`src/rtl/core/rgh_pkg.sv`:
```
package rgh_pkg;

    // cordic datapath width, holds x, y and z with headroom
    localparam int XW = 34;

    localparam logic [33:0] ANG_Q46 = 34'd12281662764;
    localparam logic signed [XW-1:0] CORDIC_GAIN = XW'(32'sh26DD3B6A);
    localparam logic [30:0] ONE_Q30 = 31'h4000_0000;
    localparam logic [19:0] RANGE_LIMIT = 20'd1000000;
    localparam logic signed [14:0] ELEV_LIMIT = 15'sd9000;
    localparam logic [24:0] EARTH_DIAM_M = 25'd17066000;
    localparam logic [39:0] EARTH_RADIUS_M = 40'd8533000;
    // floor(2^42 / 17066000), applied to the value shifted right by 10
    localparam logic [17:0] RECIP_M = 18'((64'd1 << 42) / 64'd17066000);

    typedef enum logic [1:0] {
        REG_RADAR_HEIGHT = 2'd0,
        REG_START_RANGE  = 2'd1,
        REG_GATE_SPACING = 2'd2
    } reg_index_t;

    typedef struct packed {
        logic signed [XW-1:0] x;
        logic signed [XW-1:0] y;
        logic signed [XW-1:0] z;
        logic [19:0]          r;
        logic                 neg;
        logic                 clip;
    } cordic_t;

    function automatic logic [31:0] atan_q30(input int unsigned idx);
        logic [31:0] v;
        case (idx)
            0:       v = 32'h3243F6A8;
            1:       v = 32'h1DAC6705;
            2:       v = 32'h0FADBAFC;
            3:       v = 32'h07F56EA6;
            4:       v = 32'h03FEAB76;
            5:       v = 32'h01FFD55B;
            6:       v = 32'h00FFFAAA;
            7:       v = 32'h007FFF55;
            8:       v = 32'h003FFFEA;
            9:       v = 32'h001FFFFD;
            10:      v = 32'h000FFFFF;
            11:      v = 32'h0007FFFF;
            12:      v = 32'h0003FFFF;
            13:      v = 32'h0001FFFF;
            14:      v = 32'h0000FFFF;
            15:      v = 32'h00007FFF;
            16:      v = 32'h00003FFF;
            17:      v = 32'h00001FFF;
            18:      v = 32'h00000FFF;
            19:      v = 32'h000007FF;
            20:      v = 32'h000003FF;
            21:      v = 32'h000001FF;
            22:      v = 32'h000000FF;
            23:      v = 32'h0000007F;
            24:      v = 32'h0000003F;
            25:      v = 32'h0000001F;
            26:      v = 32'h0000000F;
            27:      v = 32'h00000008;
            28:      v = 32'h00000004;
            29:      v = 32'h00000002;
            30:      v = 32'h00000001;
            default: v = 32'h00000000;
        endcase
        return v;
    endfunction

endpackage

```
`src/rtl/core/rgh_in_if.sv`:
```
interface rgh_in_if;
    logic               valid;
    logic               ready;
    logic signed [14:0] elevation_angle;
    logic [11:0]        gate_index;

    modport source (output valid, output elevation_angle, output gate_index, input ready);
    modport sink (input valid, input elevation_angle, input gate_index, output ready);
endinterface

```
`src/rtl/core/rgh_front.sv`:
```
module rgh_front
    import rgh_pkg::*;
#(
    parameter int MAX_GATES = 4096
)
(
    input  logic        clk,
    input  logic        rst_n,
    rgh_in_if.sink      gate_in,
    input  logic [19:0] slant_base,
    input  logic [13:0] slant_step,
    output logic        dn_valid,
    output cordic_t     dn_data,
    input  logic        dn_ready
);

    localparam logic [16:0] GATE_LIMIT = 17'(MAX_GATES);

    logic v1_reg, v2_reg, v3_reg;
    logic rdy1, rdy2, rdy3;

    // stage 1: clamp angle and gate
    logic [13:0] mag1_reg, mag1_next;
    logic        neg1_reg, neg1_next;
    logic [11:0] gate1_reg, gate1_next;
    // stage 2: angle to radians, gate times spacing
    logic [31:0] z2_reg, z2_next;
    logic [25:0] prod2_reg, prod2_next;
    logic        neg2_reg;
    // stage 3: slant range with saturation
    logic [19:0] r3_reg, r3_next;
    logic        clip3_reg, clip3_next;
    logic [31:0] z3_reg;
    logic        neg3_reg;

    logic signed [14:0] el_cl;
    logic [47:0]        zp;
    logic [26:0]        rsum;

    assign rdy3 = !v3_reg || dn_ready;
    assign rdy2 = !v2_reg || rdy3;
    assign rdy1 = !v1_reg || rdy2;
    assign gate_in.ready = rdy1;

    always_comb
    begin
        if (gate_in.elevation_angle > ELEV_LIMIT)
        begin
            el_cl = ELEV_LIMIT;
        end
        else if (gate_in.elevation_angle < -ELEV_LIMIT)
        begin
            el_cl = -ELEV_LIMIT;
        end
        else
        begin
            el_cl = gate_in.elevation_angle;
        end
        neg1_next = el_cl[14];
        mag1_next = neg1_next ? 14'(-el_cl) : 14'(el_cl);
        // gates past the table fold onto its last entry
        if ({5'b0, gate_in.gate_index} >= GATE_LIMIT)
        begin
            gate1_next = 12'(GATE_LIMIT - 17'd1);
        end
        else
        begin
            gate1_next = gate_in.gate_index;
        end
    end

    assign zp         = 48'(mag1_reg) * 48'(ANG_Q46) + 48'd32768;
    assign z2_next    = zp[47:16];
    assign prod2_next = 26'(gate1_reg) * 26'(slant_step);

    assign rsum       = 27'(slant_base) + 27'(prod2_reg);
    assign clip3_next = rsum > 27'(RANGE_LIMIT);
    assign r3_next    = clip3_next ? RANGE_LIMIT : rsum[19:0];

    always_ff @(posedge clk or negedge rst_n)
    begin
        if (!rst_n)
        begin
            v1_reg <= 1'b0;
            v2_reg <= 1'b0;
            v3_reg <= 1'b0;
        end
        else
        begin
            if (rdy1)
            begin
                v1_reg <= gate_in.valid;
            end
            if (rdy2)
            begin
                v2_reg <= v1_reg;
            end
            if (rdy3)
            begin
                v3_reg <= v2_reg;
            end
        end
    end

    always_ff @(posedge clk)
    begin
        if (rdy1)
        begin
            mag1_reg  <= mag1_next;
            neg1_reg  <= neg1_next;
            gate1_reg <= gate1_next;
        end
        if (rdy2)
        begin
            z2_reg    <= z2_next;
            prod2_reg <= prod2_next;
            neg2_reg  <= neg1_reg;
        end
        if (rdy3)
        begin
            r3_reg    <= r3_next;
            clip3_reg <= clip3_next;
            z3_reg    <= z2_reg;
            neg3_reg  <= neg2_reg;
        end
    end

    assign dn_valid     = v3_reg;
    assign dn_data.x    = CORDIC_GAIN;
    assign dn_data.y    = '0;
    assign dn_data.z    = $signed({2'b00, z3_reg});
    assign dn_data.r    = r3_reg;
    assign dn_data.neg  = neg3_reg;
    assign dn_data.clip = clip3_reg;

endmodule

```
`src/flat_wrapper.sv`:
```
// flat-port wrapper written by rule: the top's interface ports become plain ports
module rgh_front_flat import rgh_pkg::*;
#(
    parameter int MAX_GATES = 4096
)
  (clk, rst_n, slant_base, slant_step, dn_valid, dn_data, dn_ready, gate_in_valid, gate_in_elevation_angle, gate_in_gate_index, gate_in_ready);
  rgh_in_if gate_in_i ();
  input  logic clk;
  input  logic rst_n;
  input  logic [19:0] slant_base;
  input  logic [13:0] slant_step;
  output logic dn_valid;
  output cordic_t dn_data;
  input  logic dn_ready;
  input wire logic [$bits(gate_in_i.valid)-1:0] gate_in_valid;
  input wire logic [$bits(gate_in_i.elevation_angle)-1:0] gate_in_elevation_angle;
  input wire logic [$bits(gate_in_i.gate_index)-1:0] gate_in_gate_index;
  output wire logic [$bits(gate_in_i.ready)-1:0] gate_in_ready;
  assign gate_in_i.valid = gate_in_valid;
  assign gate_in_i.elevation_angle = gate_in_elevation_angle;
  assign gate_in_i.gate_index = gate_in_gate_index;
  assign gate_in_ready = gate_in_i.ready;
  rgh_front #(.MAX_GATES(MAX_GATES)) u_core (.clk(clk), .rst_n(rst_n), .gate_in(gate_in_i), .slant_base(slant_base), .slant_step(slant_step), .dn_valid(dn_valid), .dn_data(dn_data), .dn_ready(dn_ready));
endmodule
```
`config.mk`:
```
export PLATFORM = sky130hd
export DESIGN_NAME = rgh_front_flat
export DESIGN_NICKNAME = d
export VERILOG_FILES = /design/src/rtl/core/rgh_pkg.sv /design/src/rtl/core/rgh_in_if.sv /design/src/rtl/core/rgh_front.sv /design/src/flat_wrapper.sv
export SDC_FILE = /design/constraint.sdc
export NUM_CORES = 1
export LEC_CHECK = 0
export ABC_AREA = 0
export BUFFER_PORTS_ARGS = -buffer_cell sky130_fd_sc_hd__clkbuf_2
export CORE_ASPECT_RATIO = 1.1
export CORE_MARGIN = 3
export CORE_UTILIZATION = 55
export DETAILED_ROUTE_END_ITERATION = 10
export PLACE_DENSITY = 0.78
export RECOVER_POWER = 100
export SLEW_MARGIN = 0
export SYNTH_ARGS = -nofsm -noshare
export SYNTH_HDL_FRONTEND = slang
export SYNTH_SLANG_ARGS = --single-unit
```
`constraint.sdc`:
```
create_clock -name clk -period 6.5 [get_ports clk]
set_clock_uncertainty 0.2 [all_clocks]
set_input_delay 0.65 -clock clk [delete_from_list [all_inputs] [get_ports clk]]
set_output_delay 0.65 -clock clk [all_outputs]
set_load 0.03 [all_outputs]
```
==> impl_metrics.toml <==
[floorplan]
dieArea_um2 = 39300
die_x_um = 189
ioPinCount = 191
num_rows = 73
start_util_pct = 56.0
coreArea_um2 = 36300
fp.dieH_um = 208

[yosys]
yosysSeqAreaShare_pct = 21.1
synthArstFlopShare_pct = 2.10
yosys_register_bits = 143
syn_inst = 2101
synth_edf_count = 140
synthFlopType = "edfxtp_1"
syn_area_um2 = 20300
ys_types = 86
syn_avg_cell_area_um2 = 9.66
ys_warn_count = 0

[clock_tree]
cts_buffers = 17
cts.reportedPaths.clkPinSlew_ns = 0.08
clock_path_buffers = 2
clock_latency_ns = 0.47
cts_tree = "built"
root_buffer = "clkbuf_16"
cts_sinks = 143
htreeDepth = 4

[finish]
drive_gt1_share_pct = 18.4
area_growth_pct = 17.9
antenna_cells = 0
final_common_cell = "inv_1"
instances_no_fill = 2944
layout_common_cells = "382 x inv_1, 253 x buf_4, 242 x fa_1"
layout.nets = 3012

[sta]
min_period_ns = 7.00
rsz0062_at_grt = "yes"
whs_ns = 0.153
slew_viol_final = 145
slew_headroom_pct = -132
worstMarginPinSlew_ns = 3.48
finalSetupViolCount = 12
fmaxAchievable_mhz = 143
finalCritPeriodShare_pct = 108
hold_viol = 0
setup_ws_ns = -0.497

[setup_path]
worstReg2RegStart = "u_core.mag1_reg[12]"
reg2regPathDepth = 23
regToRegEndpoint = "u_core.z2_reg[29]"
cp-endpoint = "u_core.z2_reg[29]"
cpMaxStageDelayCell = "or4b_4"
r2r_setup_slack_ns = -0.50
arrival_ns = 7.00
crit_path_cell_trace = "inv_2 -> ha_4 -> xnor2_2 -> ha_2 -> or2_4 -> inv_2 -> fa_2 -> fa_1 -> inv_1 -> fa_1 -> fa_1 -> ha_4 -> nand4_1 -> nor3_2 -> nand4b_1 -> and3_4 -> xnor2_2 -> nand4b_1 -> or4_4 -> nand4bb_4 -> or2_4 -> or4b_4 -> xnor2_2"
crit_fanout = 7
cp-end-kind = "flop"
worstSetupStartpointType = "flop"
worstSetupStartpoint = "u_core.mag1_reg[12]"
cp.required_ns = 6.50
max_stage_delay_ns = 0.55
path_class = "reg -> reg"

[place]
dp_slack_ns = -0.672
place_congestion = 0.965
dp_cells = 2893
port_buffers = 120
dp_hpwl_um = 42200

[global_route]
grt_max_degree = 60
gr-total-overflow = 0
grt_pass1_vias = 16248
grt_antenna_before_repair = 0
grt_pass1_wl_um = 81100
grt_usage_pct = 26.0

[route]
wl_per_cell_um = 17.0
ant_nets = 0
via_per_inst = 5.38
drc_errors = 0
drt-total-wl_um = 50100
first_pass_iters = 6
vias = 15849
drt_iter0_markers = 1214

[outcome]
violations = "capacitance limit, slew limit, setup timing"
status = "finished with violations"

[hold_path]
hp-class = "in -> reg"

[job]
max-cap-violations = 3
==> logic make-up (layout without fill, tap and decap cells) <==
group           after synthesis  count (layout)  share of synthesized area, %
simple gates                550             550                          13.6
buf+inv                     515             803                          11.0
fa+ha+maj                   503             503                          40.1
compound gates              279             279                          9.29
flops                       143             143                          21.1
xor+xnor                    100             100                          4.46
mux                           9               9                         0.456
other cells                   2              70                        0.0370
==> area by class of cell <==
| class | count | area (um^2) |
|---|---|---|
| fill | 2906 | 12300 |
| clock inverter | 13 | 153 |
| multi-input combinational | 1511 | 14500 |
| tap | 487 | 609 |
| timing repair buffer | 381 | 2480 |
| inverter | 390 | 1460 |
| sequential | 143 | 4280 |
| clock buffer | 19 | 433 |
==> per-stage QoR <==
stage / setup TNS (ns) / util (%) / cell area, um^2
floorplan: -0.722 / - / 20700
global placement: -2.83 / 63.4 / 23000
detailed placement: -4.28 / 63.4 / 23000
CTS: -2.32 / 65.6 / 23800
global route: -6.43 / 66.0 / 23900
finish: -3.31 / 66.0 / 23900
==> synthesized netlist by cell type, types with 7 or more instances <==
master	n	area share [%]
edfxtp_1	140	21
fa_1	246	24
xnor2_1	69	3.0
a31oi_1	15	0.46
a21o_1	26	0.96
o21bai_1	9	0.33
nor2_1	88	1.6
nor3_1	22	0.54
nand3_1	37	0.91
o21ai_0	48	1.2
and3_1	26	0.80
mux2i_1	7	0.35
nor2b_1	17	0.52
nand4_1	15	0.46
inv_1	390	7.2
buf_4	76	2.8
and2_1	68	2.1
and4_1	7	0.30
a211oi_1	12	0.44
ha_1	257	16
or3_1	9	0.28
nand2b_1	15	0.46
nor4_1	7	0.22
xor2_1	27	1.2
clkbuf_1	42	0.78
a21oi_1	81	2.0
o211ai_1	10	0.37
nand2_1	206	3.8
==> repair_timing <==
action,in CTS,in global routing
gates resized for setup,22,33
buffers inserted,7,11
hold buffers,1,0
endpoints found under the hold margin,3,0
setup endpoints to repair,17,19
pin swaps,9,12
==> per-layer routing <==
metal	up-vias	global-route usage [%]	wire, um
met5	-	0	0
met4	0	9.48	1560
met3	89	3.97	2990
met2	481	41.9	23600
met1	7814	36.0	22000
li1	7465	-	-
==> critical path: cells and delay by family, from the launching register on <==
| kind | cells | cell delay [ns] |
|---|---|---|
| flops | 1 | 0.50 |
| fa+ha+maj | 7 | 2.56 |
| buf+inv | 3 | 0.23 |
| xor+xnor | 3 | 0.47 |
| simple gates | 10 | 2.78 |
==> how the worst min path moves through the flow <==
stage | cells past startpoint | start | endpoint
2_1_floorplan | 0 | rst_n | u_core.dn_valid
6_report | 1 | gate_in_gate_index[2] | u_core.gate1_reg[2]
5_1_grt | 1 | gate_in_gate_index[1] | u_core.gate1_reg[1]
3_5_place_dp | 0 | u_core.z2_reg[27] | u_core.z3_reg[27]
4_1_cts | 1 | gate_in_gate_index[2] | u_core.gate1_reg[2]
3_3_place_gp | 0 | u_core.z2_reg[7] | u_core.z3_reg[7]
Power is not shown: default switching activity piles up to over one toggle a cycle in this logic, so the estimate is an artifact.
